File: config.mk
export PLATFORM = sky130hd
export DESIGN_NAME = decimal_digit_extractor_unit
export DESIGN_NICKNAME = d
export VERILOG_FILES = /design/src/hw/rtl/dde_pkg.sv /design/src/hw/rtl/decimal_digit_extractor_unit.sv /design/src/hw/rtl/dde_datapath.sv /design/src/hw/rtl/dde_ctrl.sv
export VERILOG_INCLUDE_DIRS = /design/src /design/src/hw/rtl
export SDC_FILE = /design/constraint.sdc
export NUM_CORES = 1
export LEC_CHECK = 0
export BUFFER_PORTS_ARGS = -buffer_cell sky130_fd_sc_hd__buf_2
export CELL_PAD_IN_SITES_DETAIL_PLACEMENT = 1
export CELL_PAD_IN_SITES_GLOBAL_PLACEMENT = 2
export CORE_ASPECT_RATIO = 0.8
export CORE_MARGIN = 2
export CORE_UTILIZATION = 34
export DETAILED_ROUTE_END_ITERATION = 16
export MAX_ROUTING_LAYER = met4
export PLACE_DENSITY_LB_ADDON = 0.1
export SLEW_MARGIN = 20
export SYNTH_ARGS = -nofsm -noshare
export SYNTH_HDL_FRONTEND = slang
export SYNTH_SLANG_ARGS = --single-unit
File: constraint.sdc
create_clock -name clk -period 3.1 [get_ports clk]
set_input_delay 0.31 -clock clk [delete_from_list [all_inputs] [get_ports clk]]
set_output_delay 0.31 -clock clk [all_outputs]
set_load 0.005 [all_outputs]
File: src/hw/rtl/decimal_digit_extractor_unit_assert.svh
// ----------------------------------------------------------------------------
// decimal digit extractor assertion macros
// shared concurrent assertion forms, clocked and disabled during reset
// ----------------------------------------------------------------------------
`ifndef DECIMAL_DIGIT_EXTRACTOR_UNIT_ASSERT_SVH
`define DECIMAL_DIGIT_EXTRACTOR_UNIT_ASSERT_SVH

// same-cycle implication
`define DDE_ASSERT_NOW(label, clk, rst_n, ante, cons) \
    label: assert property (@(posedge clk) disable iff (!rst_n) (ante) |-> (cons)) \
        else $error("dde same-cycle check failed");

// next-cycle implication
`define DDE_ASSERT_NEXT(label, clk, rst_n, ante, cons) \
    label: assert property (@(posedge clk) disable iff (!rst_n) (ante) |=> (cons)) \
        else $error("dde next-cycle check failed");

`endif

File: src/hw/rtl/dde_pkg.sv
// ----------------------------------------------------------------------------
// dde_pkg
// shared types, constants and elaboration helpers of the digit extractor
// ----------------------------------------------------------------------------
package dde_pkg;

    localparam int VALUE_W     = 40;
    localparam int POS_W       = 5;
    localparam int DIGIT_W     = 4;
    localparam int IN_TDATA_W  = 48;
    localparam int IN_TUSER_W  = 2;
    localparam int OUT_TDATA_W = 8;
    localparam int OUT_TUSER_W = 1;

    localparam int DEF_INT_BITS        = 24;
    localparam int DEF_FRAC_BITS       = 16;
    localparam int DEF_MAX_FRAC_DIGITS = 4;

    // decimal digits needed for any value below 2^bits
    function automatic int dec_digits(input int bits);
        return (bits * 30103) / 100000 + 1;
    endfunction

    // binary bits needed to hold 10^n
    function automatic int pow10_bits(input int n);
        return (n * 332193) / 100000 + 1;
    endfunction

    function automatic int max_int(input int a, input int b);
        return (a > b) ? a : b;
    endfunction

    typedef enum logic [1:0] {
        KIND_SIGN,
        KIND_ZERO,
        KIND_FRAC,
        KIND_INT
    } kind_t;

    typedef enum logic [2:0] {
        ST_IDLE,
        ST_DISPATCH,
        ST_MUL,
        ST_CONV_LOAD,
        ST_CONV,
        ST_FINISH
    } state_t;

    typedef struct packed {
        logic load;
        logic mul;
        logic conv_start;
        logic conv_step;
        logic out_load;
    } cmd_t;

    typedef struct packed {
        kind_t kind;
        logic  cnt_last;
    } status_t;

endpackage

File: src/hw/rtl/decimal_digit_extractor_unit.sv
// ----------------------------------------------------------------------------
// decimal_digit_extractor_unit
// picks one decimal digit, or the sign, out of a signed fixed-point value
// ----------------------------------------------------------------------------
// One transaction in, one digit out. The value is a two's complement
// fixed-point number with INT_BITS integer and FRAC_BITS fraction bits; a
// sign query returns 1 for negative. Positions 0 and up select a digit of
// the truncated integer magnitude, optionally flagged absent as a hidden
// leading zero; negative positions select a digit of the magnitude scaled by
// 10^-position and rounded half away from zero, and positions finer than
// MAX_FRAC_DIGITS read as 0. Work is one item at a time: a sign query or an
// out-of-range fraction position goes from dispatch straight to finish; an
// integer digit runs through the bit-serial shift-add-3 bcd converter, one
// bit per cycle over CONV_BITS = max(INT_BITS, bits of 10^MAX_FRAC_DIGITS
// + 1) bits, and a fraction digit is first scaled by one multiply-by-ten per
// fraction place before the same conversion. The result sits in an output
// register, so the next transaction is taken while the previous digit still
// waits for tready.
module decimal_digit_extractor_unit #(
    parameter int INT_BITS        = dde_pkg::DEF_INT_BITS,
    parameter int FRAC_BITS       = dde_pkg::DEF_FRAC_BITS,
    parameter int MAX_FRAC_DIGITS = dde_pkg::DEF_MAX_FRAC_DIGITS
) (
    input  logic                                clk,
    input  logic                                rst_n,
    input  logic                                s_axis_tvalid,
    output logic                                s_axis_tready,
    // value [39:0], position [44:40], zero pad [47:45]
    input  logic [dde_pkg::IN_TDATA_W-1:0]      s_axis_tdata,
    // ask_sign [0], hide_leading_zeros [1]
    input  logic [dde_pkg::IN_TUSER_W-1:0]      s_axis_tuser,
    output logic                                m_axis_tvalid,
    input  logic                                m_axis_tready,
    // digit [3:0], zero pad [7:4]
    output logic [dde_pkg::OUT_TDATA_W-1:0]     m_axis_tdata,
    // digit_absent [0]
    output logic [dde_pkg::OUT_TUSER_W-1:0]     m_axis_tuser
);
    import dde_pkg::*;

    cmd_t               cmd;
    status_t            status;
    logic [DIGIT_W-1:0] digit;
    logic               digit_absent;

    // datapath: scaling, bcd conversion, digit select and output register
    dde_datapath #(
        .INT_BITS        (INT_BITS),
        .FRAC_BITS       (FRAC_BITS),
        .MAX_FRAC_DIGITS (MAX_FRAC_DIGITS)
    ) u_datapath (
        .clk                (clk),
        .rst_n              (rst_n),
        .value              (s_axis_tdata[VALUE_W-1:0]),
        .ask_sign           (s_axis_tuser[0]),
        .position           (s_axis_tdata[VALUE_W +: POS_W]),
        .hide_leading_zeros (s_axis_tuser[1]),
        .cmd                (cmd),
        .status             (status),
        .digit              (digit),
        .digit_absent       (digit_absent)
    );

    // controller: handshakes and step sequencing
    dde_ctrl u_ctrl (
        .clk       (clk),
        .rst_n     (rst_n),
        .in_valid  (s_axis_tvalid),
        .in_ready  (s_axis_tready),
        .out_valid (m_axis_tvalid),
        .out_ready (m_axis_tready),
        .status    (status),
        .cmd       (cmd)
    );

    assign m_axis_tdata = OUT_TDATA_W'(digit);
    assign m_axis_tuser = OUT_TUSER_W'(digit_absent);

endmodule

File: src/hw/rtl/dde_datapath.sv
// ----------------------------------------------------------------------------
// dde_datapath
// magnitude, fraction scaling by ten, shift-add-3 bcd converter, digit select
// ----------------------------------------------------------------------------
module dde_datapath #(
    parameter int INT_BITS        = dde_pkg::DEF_INT_BITS,
    parameter int FRAC_BITS       = dde_pkg::DEF_FRAC_BITS,
    parameter int MAX_FRAC_DIGITS = dde_pkg::DEF_MAX_FRAC_DIGITS
) (
    input  logic                           clk,
    input  logic                           rst_n,
    input  logic [dde_pkg::VALUE_W-1:0]    value,
    input  logic                           ask_sign,
    input  logic [dde_pkg::POS_W-1:0]      position,
    input  logic                           hide_leading_zeros,
    input  dde_pkg::cmd_t                  cmd,
    output dde_pkg::status_t               status,
    output logic [dde_pkg::DIGIT_W-1:0]    digit,
    output logic                           digit_absent
);
    import dde_pkg::*;

    localparam int TOTAL_BITS = INT_BITS + FRAC_BITS;
    localparam int RB         = pow10_bits(MAX_FRAC_DIGITS);
    localparam int PROD_W     = FRAC_BITS + RB + 1;
    localparam int CONV_BITS  = max_int(INT_BITS, RB + 1);
    localparam int ND         = dec_digits(CONV_BITS);
    localparam int CNT_W      = $clog2(max_int(CONV_BITS, 16) + 1);

    logic [TOTAL_BITS-1:0] v;
    logic [TOTAL_BITS-1:0] mag;
    logic [POS_W-1:0]      p_in;

    generate
        if (TOTAL_BITS <= VALUE_W) begin : g_narrow
            assign v = value[TOTAL_BITS-1:0];
        end
        else begin : g_wide
            assign v = {{(TOTAL_BITS-VALUE_W){value[VALUE_W-1]}}, value};
        end
    endgenerate

    // two's complement magnitude; most negative value reads as 2^(TOTAL_BITS-1)
    assign mag  = v[TOTAL_BITS-1] ? (~v + TOTAL_BITS'(1)) : v;
    assign p_in = ~position + POS_W'(1);

    logic                 neg_reg, ask_reg, hide_reg;
    logic [POS_W-1:0]     pos_reg;
    logic [INT_BITS-1:0]  ip_reg;
    logic [PROD_W-1:0]    prod_reg;
    logic [CONV_BITS-1:0] bin_reg;
    logic [ND*4-1:0]      bcd_reg;
    logic [CNT_W-1:0]     cnt_reg, cnt_next;
    logic [DIGIT_W-1:0]   digit_reg;
    logic                 absent_reg;

    logic [POS_W-1:0]     p_reg;
    logic [PROD_W-1:0]    round_sum;
    logic [RB:0]          rounded;
    logic [ND*4-1:0]      bcd_adj;
    logic [ND*4-1:0]      bcd_shift;
    logic [CONV_BITS-1:0] bin_shift;
    kind_t                kind;
    logic [DIGIT_W-1:0]   digit_sel;
    logic                 absent_sel;
    logic [DIGIT_W-1:0]   int_digit;
    logic                 nz_hi;

    assign p_reg     = ~pos_reg + POS_W'(1);
    assign round_sum = prod_reg + (PROD_W'(1) << (FRAC_BITS - 1));
    assign rounded   = round_sum[PROD_W-1:FRAC_BITS];

    always_comb
    begin
        if (ask_reg)
            kind = KIND_SIGN;
        else if (pos_reg[POS_W-1])
            kind = (p_reg > POS_W'(MAX_FRAC_DIGITS)) ? KIND_ZERO : KIND_FRAC;
        else
            kind = KIND_INT;
    end

    assign status.kind     = kind;
    assign status.cnt_last = (cnt_reg == CNT_W'(1));

    // add-3 correction then one shift
    always_comb
    begin
        bcd_adj = bcd_reg;
        for (int i = 0; i < ND; i++)
        begin
            if (bcd_reg[i*4 +: 4] >= 4'd5)
                bcd_adj[i*4 +: 4] = bcd_reg[i*4 +: 4] + 4'd3;
        end
        bcd_shift = {bcd_adj[ND*4-2:0], bin_reg[CONV_BITS-1]};
        bin_shift = bin_reg << 1;
    end

    always_comb
    begin
        int_digit = '0;
        nz_hi     = 1'b0;
        for (int i = 0; i < ND; i++)
        begin
            if (POS_W'(i) == pos_reg)
                int_digit = bcd_reg[i*4 +: 4];
            if (POS_W'(i) >= pos_reg && bcd_reg[i*4 +: 4] != 4'd0)
                nz_hi = 1'b1;
        end
    end

    always_comb
    begin
        digit_sel  = '0;
        absent_sel = 1'b0;
        unique case (kind)
            KIND_SIGN: digit_sel = DIGIT_W'(neg_reg);
            KIND_ZERO: digit_sel = '0;
            KIND_FRAC: digit_sel = bcd_reg[3:0];
            KIND_INT:
            begin
                if (hide_reg && pos_reg != '0 && !nz_hi)
                    absent_sel = 1'b1;
                else
                    digit_sel = int_digit;
            end
            default: digit_sel = '0;
        endcase
    end

    always_comb
    begin
        cnt_next = cnt_reg;
        if (cmd.load)
            cnt_next = position[POS_W-1] ? CNT_W'(p_in) : '0;
        else if (cmd.conv_start)
            cnt_next = CNT_W'(CONV_BITS);
        else if (cmd.mul || cmd.conv_step)
            cnt_next = cnt_reg - CNT_W'(1);
    end

    always_ff @(posedge clk or negedge rst_n)
    begin
        if (!rst_n)
            cnt_reg <= '0;
        else
            cnt_reg <= cnt_next;
    end

    always_ff @(posedge clk)
    begin
        if (cmd.load)
        begin
            neg_reg  <= v[TOTAL_BITS-1];
            ask_reg  <= ask_sign;
            hide_reg <= hide_leading_zeros;
            pos_reg  <= position;
            ip_reg   <= mag[TOTAL_BITS-1:FRAC_BITS];
            prod_reg <= PROD_W'(mag[FRAC_BITS-1:0]);
        end
        else if (cmd.mul)
        begin
            prod_reg <= (prod_reg << 3) + (prod_reg << 1);
        end
        if (cmd.conv_start)
        begin
            bin_reg <= (kind == KIND_INT) ? CONV_BITS'(ip_reg) : CONV_BITS'(rounded);
            bcd_reg <= '0;
        end
        else if (cmd.conv_step)
        begin
            bin_reg <= bin_shift;
            bcd_reg <= bcd_shift;
        end
        if (cmd.out_load)
        begin
            digit_reg  <= digit_sel;
            absent_reg <= absent_sel;
        end
    end

    assign digit        = digit_reg;
    assign digit_absent = absent_reg;

endmodule

File: src/hw/rtl/dde_ctrl.sv
// ----------------------------------------------------------------------------
// dde_ctrl
// sequencer for load, scaling, conversion and output register handoff
// ----------------------------------------------------------------------------
`include "decimal_digit_extractor_unit_assert.svh"

module dde_ctrl (
    input  logic             clk,
    input  logic             rst_n,
    input  logic             in_valid,
    output logic             in_ready,
    output logic             out_valid,
    input  logic             out_ready,
    input  dde_pkg::status_t status,
    output dde_pkg::cmd_t    cmd
);
    import dde_pkg::*;

    state_t state_reg, state_next;
    logic   out_valid_reg, out_valid_next;

    always_ff @(posedge clk or negedge rst_n)
    begin
        if (!rst_n)
        begin
            state_reg     <= ST_IDLE;
            out_valid_reg <= 1'b0;
        end
        else
        begin
            state_reg     <= state_next;
            out_valid_reg <= out_valid_next;
        end
    end

    always_comb
    begin
        state_next = state_reg;
        cmd        = '0;
        in_ready   = 1'b0;
        unique case (state_reg)
            ST_IDLE:
            begin
                in_ready = 1'b1;
                if (in_valid)
                begin
                    cmd.load   = 1'b1;
                    state_next = ST_DISPATCH;
                end
            end
            ST_DISPATCH:
            begin
                unique case (status.kind)
                    KIND_SIGN, KIND_ZERO: state_next = ST_FINISH;
                    KIND_FRAC:            state_next = ST_MUL;
                    KIND_INT:             state_next = ST_CONV_LOAD;
                    default:              state_next = ST_FINISH;
                endcase
            end
            ST_MUL:
            begin
                cmd.mul = 1'b1;
                if (status.cnt_last)
                    state_next = ST_CONV_LOAD;
            end
            ST_CONV_LOAD:
            begin
                cmd.conv_start = 1'b1;
                state_next     = ST_CONV;
            end
            ST_CONV:
            begin
                cmd.conv_step = 1'b1;
                if (status.cnt_last)
                    state_next = ST_FINISH;
            end
            ST_FINISH:
            begin
                if (!out_valid_reg || out_ready)
                begin
                    cmd.out_load = 1'b1;
                    state_next   = ST_IDLE;
                end
            end
            default: state_next = ST_IDLE;
        endcase
    end

    always_comb
    begin
        out_valid_next = out_valid_reg;
        if (cmd.out_load)
            out_valid_next = 1'b1;
        else if (out_ready)
            out_valid_next = 1'b0;
    end

    assign out_valid = out_valid_reg;

    // a waiting result is never overwritten
    `DDE_ASSERT_NOW(a_no_overwrite, clk, rst_n, cmd.out_load, !out_valid_reg || out_ready)
    // a freshly accepted transaction cannot produce a result in the next cycle
    `DDE_ASSERT_NEXT(a_no_early_result, clk, rst_n, in_valid && in_ready, !cmd.out_load)
    // conversion ends right after its last shift
    `DDE_ASSERT_NEXT(a_conv_end, clk, rst_n, state_reg == ST_CONV && status.cnt_last, state_reg == ST_FINISH)

endmodule

==> flow_summary.rst, run 1 <==
.. list-table::
   :header-rows: 1

   * - Metric
     - Value
   * - Number of placed instances, taps included
     - 1,370
   * - Max transition margin
     - 0.4386
   * - Endpoint of the worst hold path
     - u_datapath.ask_reg
   * - Maximum net fanout on the critical path
     - 3
   * - Part of the power in registers
     - 0.325
   * - Number of buffers between clock root and the deepest sink
     - 2
   * - Total Routed Length
     - 25,860 microns
   * - Post-synth top flop
     - edfxtp_1
   * - Result of the run
     - finished clean
   * - Startpoint type of the worst setup path
     - flip-flop
   * - Via/cell ratio
     - 5.327
   * - Arrival time at the worst endpoint
     - 3.28 ns
   * - Number of port buffers
     - 57
   * - Core occupancy in the finished layout
     - 0.4037
   * - Starting DRC count in detailed routing
     - 467
   * - Hold Path Origin
     - s_axis_tuser[0]
   * - Clk sink count
     - 133
   * - Slack of the worst reg-to-reg path
     - 0.17 ns
   * - Final clock period utilization by the worst path
     - 0.9458
   * - Synth Area per Inst
     - 8.822 sq um
   * - Weighted congestion at the end of routability-driven global placement
     - 0.8238
   * - Period minus WS final
     - 2.932 ns
   * - Final clock skew
     - 0.01313 ns
   * - Antenna violations before repair
     - 0
   * - Global-route wire length before repair
     - 42,510 microns
   * - Latest clock arrival within the worst-skew pair
     - 0.44 ns
   * - Number of cells in the finished layout apart from fillers
     - 1,409
   * - Average detailed-routed wire length per instance
     - 18.35 microns
   * - Largest stage delay on the critical path
     - 0.51 ns
   * - Switching power
     - 4.378 mW
   * - Layout Nets
     - 1,176
   * - Flip-flop and latch area
     - 3478 sq um
   * - Worst reg2reg path startpoint
     - u_datapath.prod_reg[2]
   * - Buffer type at the clock tree root
     - clkbuf_16
   * - Total iterations of the first detailed-routing run
     - 4
   * - I/O pin total
     - 65
   * - Critical path capture point type
     - flip-flop
   * - Effective utilization at floorplan
     - 0.3446
   * - Sequence of cells on the critical path
     - ha_2, inv_1, fa_2, nor2b_4, o2111ai_2, a21oi_2, o41ai_4, o31ai_2, buf_4, a21oi_1, or4b_4, a31oi_1
   * - Diodes inserted
     - 0
   * - Die ar.
     - 26,890 sq um
   * - Combinational Power Share
     - 0.485
   * - Max-cap violations
     - 0
   * - Footprint of the multi-input gates
     - 4961 sq um
   * - Endpoints failing hold
     - 0
   * - Number of cells on the worst hold path
     - 1
   * - Sum of overflow across all layers after global routing
     - 0
   * - Unique cell type count in the Yosys netlist
     - 70
   * - Clock tree from TritonCTS
     - built
   * - Chip Height
     - 147.1 microns
   * - H-Tree Depth
     - 4
   * - Total Routing Usage GR
     - 0.2063
   * - Type of the worst setup path
     - reg -> reg
   * - Num CTS Buffers
     - 17
   * - Vias in the first global route
     - 7,615
   * - Count of yosys warnings during synthesis
     - 0
   * - Int Pwr
     - 5.831 mW
   * - FFs w/ async S/R, synth
     - 0.06767
   * - Worst reg-to-reg path cell count
     - 12
   * - Count of flip-flops with a built-in enable after synthesis
     - 77
   * - Fraction of final layout cells sized beyond drive strength 1
     - 0.1475
   * - Highest attainable clock frequency
     - 341.1 MHz
   * - FF+latch count, synth
     - 133
   * - Antenna viol nets, final
     - 0
   * - Number of pins with negative max-slew slack in the final report
     - 0
   * - Area of the placeable core
     - 25,240 sq um
   * - Worst voltage drop across the vdd grid
     - 0.3936 mV
   * - Pwr dens
     - 1002 nW/um^2
   * - Pin count of the biggest net entering global routing
     - 50
   * - Placed wire-length estimate after detailed placement
     - 19,430 microns
   * - Number of flip-flops under the largest register name
     - 32
   * - Portion of total power attributed to the clock network
     - 0.190
   * - Leakage power figure
     - 4.017 nW
   * - Clock-pin slew on the worst setup and hold paths
     - 0.06 ns
   * - CP max-delay cell
     - or4b_4
   * - Layout fillers
     - 3,010
   * - Top library cells by usage in the layout, fill and taps aside
     - 109 x nand2_1, 92 x o21ai_0, 87 x a21oi_1
   * - Number of failing setup endpoints in the final timing report
     - 0
   * - Vias
     - 7,506
   * - Instance count of the mapped netlist
     - 986
   * - Sequential-to-total area share from yosys stat
     - 0.3999
   * - Row Count
     - 52
   * - Area growth syn-to-layout
     - 17.18%
   * - Required @ worst endpoint
     - 3.45 ns
   * - Area fraction of the dominant cell type after synthesis
     - 0.2658
   * - Switching share of total power
     - 0.4288
   * - Most common library cell in the layout ignoring fill and taps
     - nand2_1
   * - R2R Path End
     - u_datapath.prod_reg[25]
   * - Hold Path Class
     - in -> reg
   * - Mapped cell area
     - 8698 sq um
   * - Cell types occupying the most area after synthesis
     - edfxtp_1 27%, dfxtp_1 11%, ha_1 7.0%
   * - Largest area contributor in the netlist
     - edfxtp_1
   * - Die X-Extent
     - 182.8 microns
   * - Number of DRC violations after detailed routing
     - 0
   * - Worst-Margin Slew
     - 0.8345 ns
## power by group through the flow
stage / clock, mW / combinational, mW / sequential (mW)
after floorplan: 0 / 3.44 / 3.10
after global placement: 0 / 4.76 / 3.33
after detailed placement: 0 / 4.82 / 3.34
after CTS: 1.98 / 4.92 / 3.31
after global routing: 2.04 / 5.63 / 3.42
final: 1.94 / 4.96 / 3.32
## routing by layer
metal,up-vias,track usage,share of wire
met5,-,-,0
met4,0,0.03320,0.0054
met1,3618,0.3285,0.58
met2,116,0.2679,0.38
li1,3759,-,-
met3,13,0.03892,0.033
## critical path: cells and delay by family (launching register included)
family,cells,cell delay [ns]
DFF,1,0.36
buffers and inverters,2,0.22
and+or+nand+nor,2,0.65
adders and majority gates,2,0.56
AOI/OAI and AO/OA,6,1.06
## cell families (layout without fill, tap and decap cells)
family	after synthesis	after routing	synth area share
AND/OR/NAND/NOR	335	335	0.1860
AO/OA/AOI/OAI	297	297	0.2143
flip-flops	133	133	0.3999
XOR/XNOR	82	82	0.08257
buffers and inverters	82	178	0.03711
adder cells (fa/ha/maj)	50	50	0.07279
multiplexers	6	6	0.006905
other	1	4	0.0004311
## how the worst max path moves through the flow
stage	slack [ns]	from	to	cells after the start
after detailed placement	-0.22	u_datapath.prod_reg[0]	u_datapath.prod_reg[25]	12
after global placement	-0.07	u_datapath.prod_reg[0]	u_datapath.prod_reg[25]	12
after global routing	-0.008	u_datapath.prod_reg[2]	u_datapath.prod_reg[29]	13
after CTS	0.01	u_datapath.prod_reg[0]	u_datapath.prod_reg[25]	12
final	0.17	u_datapath.prod_reg[2]	u_datapath.prod_reg[25]	12
after floorplan	0.02	u_datapath.prod_reg[2]	u_datapath.prod_reg[25]	11
## through the flow
step	power, mW	hold slack, ns	area [sq um]	setup WS (ns)	TNS [ns]
final	10.21	0.07205	10190	0.1680	0
after floorplan	6.542	0.01441	8710	0.01529	0
after global placement	8.091	0.1852	9545	-0.07419	-0.07419
after CTS	10.22	0.06295	10140	0.01015	0
after global routing	11.09	0.05871	10190	-0.008030	-0.008030
after detailed placement	8.159	0.1845	9545	-0.2177	-0.4929
## Yosys cell counts (13+ instances only)
library cell  number
nand3_1           36
xor2_1            34
nor3_1            17
o21ai_0           92
a21oi_1           88
xnor2_1           48
edfxtp_1          77
ha_1              49
clkbuf_1          37
nand2_1          109
inv_1             38
dfxtp_1           47
nand2b_1          18
nor2_1            84
a21o_1            14
o31ai_1           13
## what timing repair did
item,in CTS,in global routing
hold endpoints to repair,9,0
pin swaps,2,7
hold buffers,1,0
setup buffers,2,4
setup endpoints to repair,4,3
resized for setup,6,4
## area by class of cell
class / count / area share
Inverter: 40 / 0.01473
Sequential cell: 133 / 0.3413
Clock inverter: 12 / 0.01031
Timing Repair Buffer: 106 / 0.06433
Tap cell: 324 / 0.03977
Multi-Input combinational cell: 774 / 0.4867
Clock buffer: 20 / 0.04284
Note: power is estimated with default switching activity, not from simulation.
==> run 2: changes to the inputs <==
- SYNTH_HIERARCHICAL: unset -> 1
==> run 2 against run 1 <==
Compared with the run above:
- combinational power grew 3%
- register-to-register slack better by 0.06 ns
- non-clock buffer count up 14
- fmax shrank 2.8%
- sequential share of layout area decreased by 0.99 points
- power rose by 1.8%
==> flow_summary.rst, run 2 <==
.. list-table::
   :header-rows: 1

   * - Metric
     - Value
   * - Row Count
     - 53
   * - Diodes inserted
     - 0
   * - Antenna viol nets, final
     - 0
   * - Most common library cell in the layout ignoring fill and taps
     - nor2_1
   * - Xor-xnor portion of the synthesized cell area
     - 0.08734
   * - Layout fillers
     - 3,072
   * - Dpl ws
     - -0.3649 ns
   * - Sequential-to-total area share from yosys stat
     - 0.3897
   * - Die X-Extent
     - 185.1 microns
   * - Max transition margin
     - 0.4904
   * - Antenna violations before repair
     - 0
   * - Required @ worst endpoint
     - 3.28 ns
   * - Layout Nets
     - 1,206
   * - Maximum net fanout on the critical path
     - 3
   * - Worst reg-to-reg path cell count
     - 11
   * - Synth Area per Inst
     - 8.828 sq um
   * - Number of port buffers
     - 57
   * - Sum of overflow across all layers after global routing
     - 0
   * - H-Tree Depth
     - 4
   * - Num CTS Buffers
     - 17
   * - Worst-Margin Slew
     - 0.7537 ns
   * - Result of the run
     - finished clean
   * - Critical path capture point type
     - flip-flop
   * - Worst path setup slack after routing
     - 0.08275 ns
   * - RSZ-0062 raised after global routing
     - false
   * - Simple-gate share of the synthesized area
     - 0.1806
   * - Count of yosys warnings during synthesis
     - 6
   * - Number of failing setup endpoints in the final timing report
     - 0
   * - Footprint of the multi-input gates
     - 5077 sq um
   * - Ranking of synthesized cells by instance count
     - 106 x nor2_1, 92 x o21ai_0, 83 x nand2_1
   * - Clock-pin slew on the worst setup and hold paths
     - 0.06 ns
   * - Total Routing Usage GR
     - 0.2002
   * - Top library cells by usage in the layout, fill and taps aside
     - 105 x nor2_1, 90 x o21ai_0, 83 x nand2_1
   * - Max-cap violations
     - 0
   * - Pwr dens
     - 990.1 nW/um^2
   * - Post-synth top flop
     - edfxtp_1
   * - Area of the placeable core
     - 26,060 sq um
   * - Fraction of final layout cells sized beyond drive strength 1
     - 0.1668
   * - Leakage power figure
     - 4.134 nW
   * - Latest clock arrival within the worst-skew pair
     - 0.43 ns
   * - I/O pin total
     - 65
   * - Main combinational cell family by area after synthesis
     - compound AO/OA/AOI/OAI gates
   * - Buffer type at the clock tree root
     - clkbuf_16
   * - Most used standard cell by instance count after synthesis
     - nor2_1
   * - Period minus WS final
     - 3.017 ns
   * - Die ar.
     - 27,570 sq um
   * - Clk sink count
     - 133
   * - FF+latch count, synth
     - 133
   * - Placed wire-length estimate after detailed placement
     - 19,200 microns
   * - Starting DRC count in detailed routing
     - 428
   * - FFs w/ async S/R, synth
     - 0.06767
   * - Unique cell type count in the Yosys netlist
     - 71
   * - Clock tree from TritonCTS
     - built
   * - Count of flip-flops with a built-in enable after synthesis
     - 77
   * - Pin count of the biggest net entering global routing
     - 51
   * - Instance count of the mapped netlist
     - 1,011
   * - Compound-Gate Fraction of Synth Area
     - 0.1813
   * - Average detailed-routed wire length per instance
     - 17.28 microns
   * - Via/cell ratio
     - 5.147
   * - Number of cells on the worst hold path
     - 1
   * - Global-route wire length before repair
     - 41,910 microns
   * - Total Routed Length
     - 25,440 microns
   * - Total iterations of the first detailed-routing run
     - 5
   * - Arrival time at the worst endpoint
     - 3.20 ns
   * - Final clock skew
     - 0.009343 ns
   * - Adder and majority gate portion of the synthesized area
     - 0.07094
   * - Chip Height
     - 148.9 microns
   * - Effective utilization at floorplan
     - 0.3425
   * - Endpoints failing hold
     - 0
   * - Weighted congestion at the end of routability-driven global placement
     - 0.7992
   * - Mapped cell area
     - 8925 sq um
   * - Flip-flop and latch area
     - 3478 sq um
   * - Number of pins with negative max-slew slack in the final report
     - 0
   * - Hold Path Class
     - in -> reg
   * - Startpoint type of the worst setup path
     - primary input
   * - Number of placed instances, taps included
     - 1,438
   * - Number of DRC violations after detailed routing
     - 0
   * - Core occupancy in the finished layout
     - 0.4028
   * - Worst voltage drop across the vdd grid
     - 0.4544 mV
   * - Number of buffers between clock root and the deepest sink
     - 2
   * - Final clock period utilization by the worst path
     - 0.9733
   * - Number of flip-flops under the largest register name
     - 32
   * - Area fraction of the dominant cell type after synthesis
     - 0.2591
   * - Vias
     - 7,576
   * - Type of the worst setup path
     - in -> reg
   * - Area growth syn-to-layout
     - 17.61%
   * - Number of cells in the finished layout apart from fillers
     - 1,472
   * - Largest area contributor in the netlist
     - edfxtp_1
   * - Highest attainable clock frequency
     - 331.4 MHz
   * - Mux cell area share after synthesis
     - 0.04332
   * - Vias in the first global route
     - 7,601
   * - Cell types occupying the most area after synthesis
     - edfxtp_1 26%, dfxtp_1 11%, ha_1 6.9%
==> run 2: report_power, final <==
group	switching [mW]	total, mW	leakage, nW	internal [mW]
clock	0.811	1.91	0.265	1.10
combinational	2.96	5.12	2.65	2.17
sequential	0.603	3.36	1.22	2.76
==> run 2: path summary, 6_finish.rpt <==
path | endpoint | start | slack (ns)
worst min-delay path | u_datapath/hide_reg | s_axis_tuser[1] | 0.05
worst min register to register | u_datapath/bcd_reg[0] | u_datapath/bin_reg[23] | 0.49
worst max register to register | u_datapath/digit[0] | u_datapath/bcd_reg[16] | 0.23
min in group asynchronous | u_datapath/cnt_reg[3] | rst_n | 0.28
worst max-delay path | u_datapath/ip_reg[21] | s_axis_tdata[9] | 0.08
max in group asynchronous | u_ctrl/state_reg[0] | rst_n | 2.63
==> run 2: logic make-up (layout without fill, tap and decap cells) <==
group / after synthesis / in the layout
simple gates: 334 / 334
xor+xnor: 89 / 89
flops: 133 / 133
fa+ha+maj: 50 / 50
other cells: 1 / 4
buf+inv: 102 / 203
mux: 37 / 37
compound gates: 265 / 265
==> run 2: per-stage QoR <==
stage	hold slack, ns	power, mW	instance area, sq um	TNS (ns)
after CTS	0.03262	10.46	10470	0
after global routing	0.02818	11.34	10500	0
after global placement	0.1814	8.398	9918	-1.728
final	0.05339	10.39	10500	0
after detailed placement	0.1817	8.472	9918	-2.368
after floorplan	0.01441	6.810	8942	-0.4670
==> run 2: area by class of cell <==
cell class              instances  share of cell area
multi-input cells             779              0.4837
inverters                      51             0.01824
well taps                     357             0.04256
repair buffers                120             0.07248
clock buffers                  19             0.04124
flip-flops and latches        133              0.3314
clock inverters                13             0.01037
==> run 2: layer usage <==
layer | routed length, microns | track usage
met4 | 180 | 0.04286
met3 | 649 | 0.03320
met2 | 9860 | 0.2661
met5 | 0 | -
met1 | 14750 | 0.3117
==> run 2: critical path, stage by stage <==
cell and delay, ns:
buf_2 0.10, or4_4 0.54, or3_4 0.38, or3_4 0.38
or3_4 0.37, or3_4 0.38, or3_4 0.41, o41ai_4 0.22
xnor2_1 0.10
==> run 2: what timing repair did <==
action                                  CTS  global route
setup buffers                             0             1
resized for setup                         0             7
endpoints found under the setup margin    0             9
hold endpoints to repair                  9             0
hold buffers                              1             0
==> run 3: changes to the inputs <==
- ABC_AREA: unset -> 1
- CORE_UTILIZATION: 34 -> 32
==> run 3 against run 2 <==
Compared with the run above:
- sequential cell count unchanged
- register-to-register slack better by 0.38 ns
- setup slack better by 0.53 ns
- worst hold slack worse by 0.0032 ns
- count of clock-buffer cells in the layout down 1
- fmax up 21%
- sequential share of layout area down 2.3 points
- core utilization down 3.2 points
- largest cell class unchanged
- highest routed layer unchanged
==> flow_summary.rst, run 3 <==
.. list-table::
   :header-rows: 1

   * - Metric
     - Value
   * - Max transition margin
     - 0.4707
   * - Layout Nets
     - 1,598
   * - Arrival time at the worst endpoint
     - 2.68 ns
   * - CP max-delay cell
     - edfxtp_1
   * - Dpl ws
     - 0.6457 ns
   * - Antenna violations before repair
     - 0
   * - Diodes inserted
     - 0
   * - Area fraction of the dominant cell type after synthesis
     - 0.2340
   * - I/O pin total
     - 65
   * - Maximum net fanout on the critical path
     - 4
   * - Endpoints failing hold
     - 0
   * - Area of the placeable core
     - 30,380 sq um
   * - Buffer type at the clock tree root
     - clkbuf_16
   * - Slack of the worst reg-to-reg path
     - 0.61 ns
   * - Worst reg-to-reg path cell count
     - 12
   * - Number of buffer and inverter stages on the critical path
     - 2
   * - Leakage power figure
     - 5.124 nW
   * - Number of pins with negative max-slew slack in the final report
     - 0
   * - Ranking of synthesized cells by instance count
     - 367 x nand2_1, 206 x inv_1, 153 x nor2_1
   * - Starting DRC count in detailed routing
     - 453
   * - Weighted congestion at the end of routability-driven global placement
     - 0.8103
   * - Synth Area per Inst
     - 6.892 sq um
   * - FF+latch count, synth
     - 133
   * - Vias
     - 9,482
   * - Cell types occupying the most area after synthesis
     - edfxtp_1 23%, nand2_1 14%, dfxtp_1 9.5%
   * - Via/cell ratio
     - 4.939
   * - Number of flip-flops under the largest register name
     - 32
   * - Largest stage delay on the critical path
     - 0.37 ns
   * - Clk sink count
     - 133
   * - Pin count of the biggest net entering global routing
     - 65
   * - Number of port buffers
     - 57
   * - Die ar.
     - 32,320 sq um
   * - Sum of overflow across all layers after global routing
     - 0
   * - Worst voltage drop across the vdd grid
     - 0.4642 mV
   * - Count of flip-flops with a built-in enable after synthesis
     - 77
   * - Total iterations of the first detailed-routing run
     - 4
   * - Sequence of cells on the critical path
     - ha_1, inv_1, fa_1, inv_1, nand3_1, nand3_1, nand3_1, nand2_1, a21oi_1, xnor2_1, nand2_1, nand2_1
   * - Kind of cell adding the most delay to the critical path
     - simple AND/OR/NAND/NOR gates
   * - Number of placed instances, taps included
     - 1,887
   * - Number of failing setup endpoints in the final timing report
     - 0
   * - Startpoint type of the worst setup path
     - flip-flop
   * - Chip Height
     - 161.2 microns
   * - Count of yosys warnings during synthesis
     - 6
   * - H-Tree Depth
     - 4
   * - Effective utilization at floorplan
     - 0.3253
   * - Total Routed Length
     - 32,350 microns
   * - Number of cells on the worst hold path
     - 1
   * - Final clock skew
     - 0.008168 ns
   * - Post-synth top flop
     - edfxtp_1
   * - Type of the worst setup path
     - reg -> reg
   * - Total Routing Usage GR
     - 0.2125
   * - Clock-pin slew on the worst setup and hold paths
     - 0.06 ns
   * - Placed wire-length estimate after detailed placement
     - 25,430 microns
   * - Required @ worst endpoint
     - 3.29 ns
   * - Number of gates on the worst path with buffers counted
     - 12
   * - Vias in the first global route
     - 9,560
   * - Antenna viol nets, final
     - 0
   * - Pwr dens
     - 1006 nW/um^2
   * - Most used standard cell by instance count after synthesis
     - nand2_1
   * - RSZ-0062 raised after global routing
     - false
   * - Result of the run
     - finished clean
   * - Area growth syn-to-layout
     - 14.12%
   * - Largest area contributor in the netlist
     - edfxtp_1
   * - Period minus WS final
     - 2.485 ns
   * - Clock tree from TritonCTS
     - built
   * - Fraction of final layout cells sized beyond drive strength 1
     - 0.09754
   * - Most common library cell in the layout ignoring fill and taps
     - nand2_1
   * - Average detailed-routed wire length per instance
     - 16.85 microns
   * - Max-cap violations
     - 0
   * - FFs w/ async S/R, synth
     - 0.06767
   * - Top library cells by usage in the layout, fill and taps aside
     - 367 x nand2_1, 206 x inv_1, 151 x nor2_1
   * - Num CTS Buffers
     - 17
   * - Mapped cell area
     - 9883 sq um
   * - Worst path setup slack after routing
     - 0.6148 ns
   * - Number of DRC violations after detailed routing
     - 0
   * - Final clock period utilization by the worst path
     - 0.8017
   * - # hold bufs at CTS
     - 1
   * - Die X-Extent
     - 200.5 microns
   * - Total Power
     - 11.34 mW
   * - Number of cells in the finished layout apart from fillers
     - 1,920
   * - Post-CTS resize count
     - 0
   * - Row Count
     - 57
   * - Sequential-to-total area share from yosys stat
     - 0.3519
   * - Unique cell type count in the Yosys netlist
     - 49
   * - Setup TNS after final layout
     - 0 ns
   * - Highest attainable clock frequency
     - 402.4 MHz
   * - Hold Path Class
     - in -> reg
   * - Latest clock arrival within the worst-skew pair
     - 0.44 ns
   * - Critical path capture point type
     - flip-flop
   * - Buffer count from post-CTS setup fixing
     - 0
   * - Number of buffers between clock root and the deepest sink
     - 2
   * - Instance count of the mapped netlist
     - 1,434
   * - Worst-Margin Slew
     - 0.7930 ns
   * - Global-route wire length before repair
     - 52,610 microns
run 3: final timing paths:
path / endpoint / startpoint
setup / recovery: u_datapath/prod_reg[15] / u_datapath/prod_reg[2]
hold / removal: u_datapath/ask_reg / s_axis_tuser[0]
setup reg to reg: u_datapath/prod_reg[15] / u_datapath/prod_reg[2]
hold reg to reg: u_datapath/bcd_reg[0] / u_datapath/bin_reg[23]
max in group asynchronous: u_datapath/cnt_reg[3] / rst_n
min in group asynchronous: u_datapath/cnt_reg[0] / rst_n
run 3: cell families after synthesis:
group | after synthesis | share of synthesized area
AOI/OAI and AO/OA | 259 | 0.1448
xor gates and xnor gates | 37 | 0.03279
adders and majority gates | 50 | 0.06406
buffers and inverters | 249 | 0.09887
DFF | 133 | 0.3519
muxes | 1 | 0.001013
other | 1 | 0.0003794
and+or+nand+nor | 704 | 0.3061
run 3: area by class of cell:
cell class,count,area [sq um]
Tap cell,413,516.7
Clock inverter,14,177.7
Fill cell,3912,19100
Multi-Input combinational cell,1055,5449
Timing Repair Buffer,74,427.9
Sequential cell,133,3478
Clock buffer,18,429.2
Inverter,213,799.5
run 3: worst reg2reg max path, stage by stage, from the launching register on:
cell	delay (ns)
edfxtp_1	0.37
ha_1	0.29
inv_1	0.09
fa_1	0.37
inv_1	0.14
nand3_1	0.11
nand3_1	0.21
nand3_1	0.10
nand2_1	0.19
a21oi_1	0.12
xnor2_1	0.14
nand2_1	0.06
nand2_1	0.05
run 3: metrics by stage:
| stage | instance area [sq um] | hold slack, ns | util |
|---|---|---|---|
| 6_report | 11280 | 0.05016 | 0.3712 |
| 2_1_floorplan | 9897 | 0.01441 | - |
| 3_5_place_dp | 10660 | 0.1964 | 0.3509 |
| 4_1_cts | 11280 | 0.03252 | 0.3712 |
| 5_1_grt | 11280 | 0.03235 | 0.3712 |
| 3_3_place_gp | 10660 | 0.2005 | 0.3509 |
run 3: layer usage:
layer | track usage | routed length, microns
met5 | - | 0
met1 | 0.3339 | 18650
met3 | 0.02563 | 967
met4 | 0.04242 | 257
met2 | 0.2860 | 12480
run 3: power breakdown:
group / internal (mW) / leakage [nW] / switching [mW] / total (mW)
registers: 2.74 / 1.21 / 0.583 / 3.33
clock network: 1.27 / 0.290 / 0.859 / 2.13
logic: 1.88 / 3.62 / 4.00 / 5.88
total: 5.90 / 5.12 / 5.44 / 11.3
